**config.mk**
```make
export PLATFORM = sky130hd
export DESIGN_NAME = smta_cell
export DESIGN_NICKNAME = d
export VERILOG_FILES = /design/src/hdl/smta_pkg.sv /design/src/hdl/smta_cell.sv
export SDC_FILE = /design/constraint.sdc
export NUM_CORES = 1
export LEC_CHECK = 0
export BUFFER_PORTS_ARGS = -buffer_cell sky130_fd_sc_hd__clkbuf_2
export CORE_AREA = 4 4 103 76
export CTS_BUF_LIST = sky130_fd_sc_hd__clkbuf_8 sky130_fd_sc_hd__clkbuf_16
export DETAILED_ROUTE_END_ITERATION = 10
export DIE_AREA = 0 0 107 80
export GPL_ROUTABILITY_DRIVEN = 0
export PLACE_DENSITY = 0.88
export SYNTH_ARGS = -nofsm -noshare
export SYNTH_HDL_FRONTEND = slang
export SYNTH_SLANG_ARGS = --single-unit
```
**constraint.sdc**
```tcl
create_clock -name clk -period 4.7 [get_ports clk]
set_input_delay 1.175 -clock clk [delete_from_list [all_inputs] [get_ports clk]]
set_output_delay 1.175 -clock clk [all_outputs]
set_load 0.01 [all_outputs]
```
**src/hdl/smta_pkg.sv**
```systemverilog
`timescale 1ns / 1ps
// ----------------------------------------------------------------------------
// smta_pkg
// Shared types, codes and default sizes of the sparse term accumulator.
// ----------------------------------------------------------------------------
package smta_pkg;

    localparam int MAX_TERMS_DEF = 64;
    localparam int EXP_BITS_DEF  = 8;
    localparam int COEF_W        = 32;

    typedef enum logic [0:0] {
        OP_ADD  = 1'b0,
        OP_READ = 1'b1
    } op_t;

    typedef enum logic [2:0] {
        ST_MERGED   = 3'd0,
        ST_APPENDED = 3'd1,
        ST_REMOVED  = 3'd2,
        ST_FULL     = 3'd3,
        ST_READ_OK  = 3'd4,
        ST_READ_OOR = 3'd5
    } status_t;

    typedef enum logic [1:0] {
        S_IDLE = 2'b01,
        S_EXEC = 2'b10
    } state_t;

    // update command broadcast to every cell
    typedef struct packed {
        logic shift;
        logic write;
    } cell_ctrl_t;

endpackage

```
**src/hdl/smta_cell.sv**
```systemverilog
`timescale 1ns / 1ps
// ----------------------------------------------------------------------------
// smta_cell
// One table slot: holds a coefficient and packed exponents, flags a lookup
// hit and takes its upper neighbor's term when the table closes a gap.
// ----------------------------------------------------------------------------
module smta_cell
    import smta_pkg::*;
#(
    parameter int IDX      = 0,
    parameter int SLOT_W   = 6,
    parameter int CNT_W    = 7,
    parameter int EXP_BITS = EXP_BITS_DEF
)
(
    input  logic                  clk,
    input  cell_ctrl_t            ctrl,
    input  logic [SLOT_W-1:0]     upd_slot,
    input  logic [COEF_W-1:0]     wr_coef,
    input  logic [3*EXP_BITS-1:0] wr_exps,
    input  logic [COEF_W-1:0]     nxt_coef,
    input  logic [3*EXP_BITS-1:0] nxt_exps,
    input  op_t                   look_op,
    input  logic [3*EXP_BITS-1:0] key_exps,
    input  logic [5:0]            read_index,
    input  logic [CNT_W-1:0]      count,
    output logic [COEF_W-1:0]     coef,
    output logic [3*EXP_BITS-1:0] exps,
    output logic                  sel
);

    localparam int RD_W = (CNT_W > 6) ? CNT_W : 6;
    localparam logic [SLOT_W-1:0] IDX_S = SLOT_W'(IDX);
    localparam logic [CNT_W-1:0]  IDX_C = CNT_W'(IDX);
    localparam logic [RD_W-1:0]   IDX_R = RD_W'(IDX);

    logic [COEF_W-1:0]     coef_reg;
    logic [3*EXP_BITS-1:0] exps_reg;
    logic                  active;
    logic                  do_shift;
    logic                  do_write;

    assign active   = (IDX_C < count);
    assign do_shift = ctrl.shift && (IDX_S >= upd_slot);
    assign do_write = ctrl.write && (IDX_S == upd_slot);

    always_comb
    begin
        case (look_op)
            OP_READ: sel = active && (RD_W'(read_index) == IDX_R);
            default: sel = active && (exps_reg == key_exps);
        endcase
    end

    always_ff @(posedge clk)
    begin
        if (do_shift)
        begin
            coef_reg <= nxt_coef;
            exps_reg <= nxt_exps;
        end
        else if (do_write)
        begin
            coef_reg <= wr_coef;
            exps_reg <= wr_exps;
        end
    end

    assign coef = coef_reg;
    assign exps = exps_reg;

endmodule

```
==> results.sh, run 1 <==
export IMPL_die_y_um=80
export IMPL_largest_reg_flops=32
export IMPL_wl_per_cell_um=16.6
export IMPL_period_minus_slack_ns=3.62
export IMPL_rsz0062_at_grt="false"
export IMPL_cts_sinks=56
export IMPL_avgViaCountPerCell=4.65
export IMPL_ys_top_cells_by_area="edfxtp_1 (59%), mux2_4 (21%), xor2_1 (7.4%), mux2_2 (6.3%), buf_6 (2.0%)"
export IMPL_grt_start_max_net_pins=45
export IMPL_coreArea_um2=6690
export IMPL_clk_path_buf_depth=2
export IMPL_hold_depth=2
export IMPL_grt_ovfl_total=0
export IMPL_place_detailed_hpwl_um=6700
export IMPL_ant_nets=0
export IMPL_p_leak_nw=2.03
export IMPL_worst_setup_path_start_kind="primary input"
export IMPL_drive_gt1_frac=0.734
export IMPL_cts_clk_slew_worst_paths_ns=0.10
export IMPL_final_util=0.612
export IMPL_tightest_slew_ns=1.03
export IMPL_final_hold_viol_count=0
export IMPL_syn2layout_area_growth_pct=43.4
export IMPL_crit_type="in2out"
export IMPL_synth_warnings=0
export IMPL_syn_num_nets=322
export IMPL_drtPass1Iterations=4
export IMPL_hold_end="coef[14]"
export IMPL_holdCritStartpoint="wr_coef[14]"
export IMPL_synth_avg_cell_area_um2=17.5
export IMPL_seq_area_frac_synth=0.589
export IMPL_outcome="finished clean"
export IMPL_slew_headroom=0.315
export IMPL_cts_resized=0
export IMPL_antenna_found_initial=0
export IMPL_netlist_area_um2=2860
export IMPL_cp_top_family="simple AND/OR/NAND/NOR gates"
export IMPL_p_per_area_nw_per_um2=229
export IMPL_synthArstFlopShare=0
export IMPL_path_max_fanout=1
export IMPL_fp_row_count=25
export IMPL_grt_pass1_vias=2408
export IMPL_track_usage=0.176
export IMPL_fmax_ghz=0.276
export IMPL_tns_ns=0
export IMPL_setup_viol_count_final=0
export IMPL_synth_seq_cells=56
export IMPL_period_share=0.770
export IMPL_irDropWorstVdd_mv=0.102
export IMPL_worst_path_stages=6
export IMPL_die_w_um=107
export IMPL_clock_root_buffer="clkbuf_8"
export IMPL_crit_chain="clkbuf_2, xor2_1, nor4_1, nand4_1, o21ai_0, clkbuf_2"
export IMPL_final_nets=541
export IMPL_boundaryPins=216
export IMPL_io_buffers=215
export IMPL_critPathMostFrequentCell="clkbuf_2"
export IMPL_cts_setup_buffers=0
export IMPL_end_kind="output pin"
export IMPL_synth_most_common_cell="edfxtp_1"
export IMPL_numCtsBuffers=5
export IMPL_synth_common_cells="edfxtp_1 (56), mux2_4 (40), xor2_1 (24)"
export IMPL_slew_violations=0
export IMPL_ys_flop_type="edfxtp_1"
export IMPL_cts_tree="yes"
export IMPL_cpMaxStageDelayCell="nor4_1"
export IMPL_post_synth_num_cell_types=16
export IMPL_first_iter_violations=61
export IMPL_hold_class="in2reg"
export IMPL_cp_num_buf_inv=2
export IMPL_n_antenna_cell=0
export IMPL_synthCells=163
export IMPL_crit_arrival_ns=2.44
export IMPL_start_util=0.427
export IMPL_n_fill_cell=554
export IMPL_grt_pass1_wl_um=11500
export IMPL_totalWireLength_um=7900
export IMPL_critical_path_max_stage_delay_ns=0.46
export IMPL_drc=0
export IMPL_max_cap_viol_count=0
export IMPL_htreeDepth=2
export IMPL_worstPathRequired_ns=3.52
export IMPL_yosys_area_top_type_share=0.589
export IMPL_synth_top_area_cell="edfxtp_1"
export IMPL_synth_edff_count=56
export IMPL_fp_dieArea_um2=8560
export IMPL_ctsHoldBuffers=0
export IMPL_vias=2216
-- cells by family (layout without fill, tap and decap cells) --
kind of cell | count (synthesis) | after routing | synth area share
muxes | 56 | 56 | 0.273
AOI/OAI and AO/OA | 3 | 3 | 0.00832
and+or+nand+nor | 18 | 18 | 0.0346
xor gates and xnor gates | 24 | 24 | 0.0736
DFF | 56 | 56 | 0.589
buffers and inverters | 6 | 226 | 0.0215
-- placed cells by master, fill, tap and decap left out, types with 2 or more instances in the layout --
cell,count
clkbuf_8,5
nand4_1,2
xor2_1,24
nor2_1,3
nor4_1,6
nand3_1,2
mux2_4,40
mux2_2,16
nor3_1,3
edfxtp_1,56
clkbuf_2,215
buf_4,3
-- layout make-up --
| class | count | area, um2 | area share |
|---|---|---|---|
| Tap cell | 94 | 118 | 0.0287 |
| Clock buffer | 5 | 68.8 | 0.0168 |
| Timing Repair Buffer | 218 | 1100 | 0.268 |
| Clock inverter | 3 | 15.0 | 0.00367 |
| Multi-Input combinational cell | 101 | 1110 | 0.272 |
| Sequential cell | 56 | 1680 | 0.411 |
-- power breakdown --
part / switching, mW / total (mW) / internal (mW)
clock: 0.152 / 0.254 / 0.102
combinational: 0.0411 / 0.127 / 0.0857
sequential: 0.00202 / 0.556 / 0.554
total: 0.195 / 0.936 / 0.742
-- through the flow --
step / std cells / hold WS (ns) / worst slack [ns] / instance area, um2 / power (mW)
CTS: 477 / 1.15 / 1.10 / 4100 / 0.947
floorplan: 163 / 1.39 / 1.56 / 2860 / 0.617
global route: 477 / 1.15 / 1.02 / 4100 / 0.979
detailed placement: 469 / 1.48 / 1.11 / 4010 / 0.696
global placement: 469 / 1.48 / 1.09 / 4010 / 0.689
finish: 477 / 1.16 / 1.08 / 4100 / 0.936
-- routing by layer --
layer | global-route usage | part of all wire | vias to the layer above
li1 | - | - | 1062
met1 | 0.174 | 0.34 | 1017
met2 | 0.356 | 0.56 | 125
met3 | 0.0550 | 0.096 | 12
met4 | 0.0409 | 0.0096 | 0
met5 | 0 | 0 | -
-- worst max path at each step --
stage	endpoint	startpoint
2_1_floorplan	sel	key_exps[8]
3_3_place_gp	sel	key_exps[12]
3_5_place_dp	sel	key_exps[12]
4_1_cts	sel	key_exps[12]
5_1_grt	sel	key_exps[3]
6_report	sel	key_exps[3]
No activity file was read; power rests on OpenSTA's default activity.
==> inputs of run 2 (changes only) <==
- CORE_AREA: 4 4 103 76 -> 4 4 112 82
- DIE_AREA: 0 0 107 80 -> 0 0 116 86
- PLACE_DENSITY: 0.88 -> 0.8
- clock period: 4.7 -> 3.1 ns (I/O delays scaled with it)
==> run 2 against run 1 <==
Against the previous run:
- sequential power is 52% higher
- first-iteration DRC count is 28% lower
- clock power grew to 2.8 times the previous value
- worst hold slack worse by 0.38 ns
- critical endpoint unchanged
- largest power group unchanged
==> results.sh, run 2 (synthesis results as in run 1) <==
export IMPL_clk_path_buf_depth=2
export IMPL_path_max_fanout=1
export IMPL_final_util=0.515
export IMPL_antenna_found_initial=0
export IMPL_n_antenna_cell=0
export IMPL_worstPathRequired_ns=2.32
export IMPL_p_per_area_nw_per_um2=412
export IMPL_final_hold_viol_count=0
export IMPL_io_buffers=215
export IMPL_hold_depth=2
export IMPL_worst_setup_path_start_kind="primary input"
export IMPL_boundaryPins=216
export IMPL_combPwrFrac=0.110
export IMPL_avgViaCountPerCell=4.48
export IMPL_htreeDepth=2
export IMPL_fp_row_count=28
export IMPL_grt_ovfl_total=0
export IMPL_outcome="finished clean"
export IMPL_place_detailed_hpwl_um=6120
export IMPL_die_y_um=86
export IMPL_final_cell_mix="clkbuf_2 (215), edfxtp_1 (56), mux2_4 (40), xor2_1 (24), mux2_2 (16)"
export IMPL_crit_type="in2out"
export IMPL_layout_cells_non_filler=487
export IMPL_final_common_cell="clkbuf_2"
export IMPL_grt_pass1_wl_um=10600
export IMPL_period_share=0.877
export IMPL_irDropWorstVdd_mv=0.310
export IMPL_place_ws_ns=0.331
export IMPL_numCtsBuffers=5
export IMPL_wl_per_cell_um=15.0
export IMPL_worst_slack_ns=0.380
export IMPL_slew_headroom=0.695
export IMPL_grt_pass1_vias=2275
export IMPL_hold_class="in2reg"
export IMPL_cts_sinks=56
export IMPL_track_usage=0.136
export IMPL_slew_violations=0
export IMPL_cts_resized=0
export IMPL_ctsHoldBuffers=0
export IMPL_syn2layout_area_growth_pct=47.9
export IMPL_swShare=0.179
export IMPL_tns_ns=0
export IMPL_grt_start_max_net_pins=57
export IMPL_totalWireLength_um=7310
export IMPL_power_switching_mw=0.311
export IMPL_cts_tree="yes"
export IMPL_cts_clk_slew_worst_paths_ns=0.07
export IMPL_rsz0062_at_grt="false"
export IMPL_startpoint="key_exps[14]"
export IMPL_start_util=0.348
export IMPL_p_leak_nw=2.08
export IMPL_setup_viol_count_final=0
export IMPL_vias=2182
export IMPL_ant_nets=0
export IMPL_fp_dieArea_um2=9980
export IMPL_crit_end="sel"
export IMPL_fmax_ghz=0.368
export IMPL_end_kind="output pin"
export IMPL_final_nets=541
export IMPL_period_minus_slack_ns=2.72
export IMPL_drc=0
export IMPL_power_internal_mw=1.43
export IMPL_crit_arrival_ns=1.94
export IMPL_placedCellCount=480
export IMPL_drtPass1Iterations=3
export IMPL_coreArea_um2=8200
export IMPL_tightest_slew_ns=0.453
export IMPL_clock_root_buffer="clkbuf_16"
export IMPL_largest_reg_flops=32
export IMPL_die_w_um=116
export IMPL_drive_gt1_frac=0.738
export IMPL_p_clk_frac=0.405
export IMPL_max_cap_viol_count=0
export IMPL_seqPwrFrac=0.485
export IMPL_first_iter_violations=44
export IMPL_cts_setup_buffers=0
==> run 2: changes by cell type in the layout (fill, tap and decap cells not counted) <==
| cell | change |
|---|---|
| clkbuf_16 | +5 |
| clkbuf_8 | -5 |
| bufinv_16 | +2 |
| buf_12 | +1 |
| buf_4 | -1 |
| clkinv_1 | -1 |
| clkinvlp_4 | -1 |
| inv_1 | -1 |
==> run 2: worst max-delay path, stage by stage <==
cell      delay [ns]
clkbuf_2        0.09
xor2_1          0.16
nor4_1          0.40
nand4_1         0.19
o21ai_0         0.18
clkbuf_2        0.16
==> run 2: how the worst min path moves through the flow <==
| stage | start | to | slack [ns] |
|---|---|---|---|
| after global routing | wr_coef[27] | coef[27] | 0.78 |
| final | wr_exps[6] | exps[6] | 0.79 |
| after global placement | wr_coef[10] | coef[10] | 1.08 |
| after detailed placement | wr_exps[15] | exps[15] | 1.08 |
| after floorplan | wr_coef[0] | coef[0] | 0.99 |
| after CTS | nxt_coef[5] | coef[5] | 0.78 |
==> run 2: power by group through the flow <==
stage                     Sequential, mW  Combinational (mW)  Clock, mW
after floorplan                    0.864              0.0720          0
after global placement             0.860               0.187          0
after detailed placement           0.861               0.194          0
after CTS                          0.843               0.194      0.723
after global routing               0.844               0.210      0.754
final                              0.843               0.191      0.705
==> run 2: final cells by class <==
class / count / area (um2)
Fill cell: 695 / 3970
Clock buffer: 5 / 125
Tap cell: 105 / 131
Timing Repair Buffer: 218 / 1110
Clock inverter: 2 / 60.1
Sequential cell: 56 / 1680
Multi-Input combinational cell: 101 / 1110
==> run 2: stage by stage <==
step | hold slack [ns] | total power [mW] | area (um2)
2_1_floorplan | 0.992 | 0.936 | 2860
3_3_place_gp | 1.08 | 1.05 | 4040
3_5_place_dp | 1.08 | 1.05 | 4040
4_1_cts | 0.777 | 1.76 | 4220
5_1_grt | 0.775 | 1.81 | 4220
6_report | 0.785 | 1.74 | 4220
==> run 2: layer usage <==
layer	up-vias	global-route usage	share of wire
li1	1062	-	-
met5	-	0	0
met4	0	0.0285	0.0048
met3	2	0.0444	0.11
met1	994	0.145	0.37
met2	124	0.261	0.52
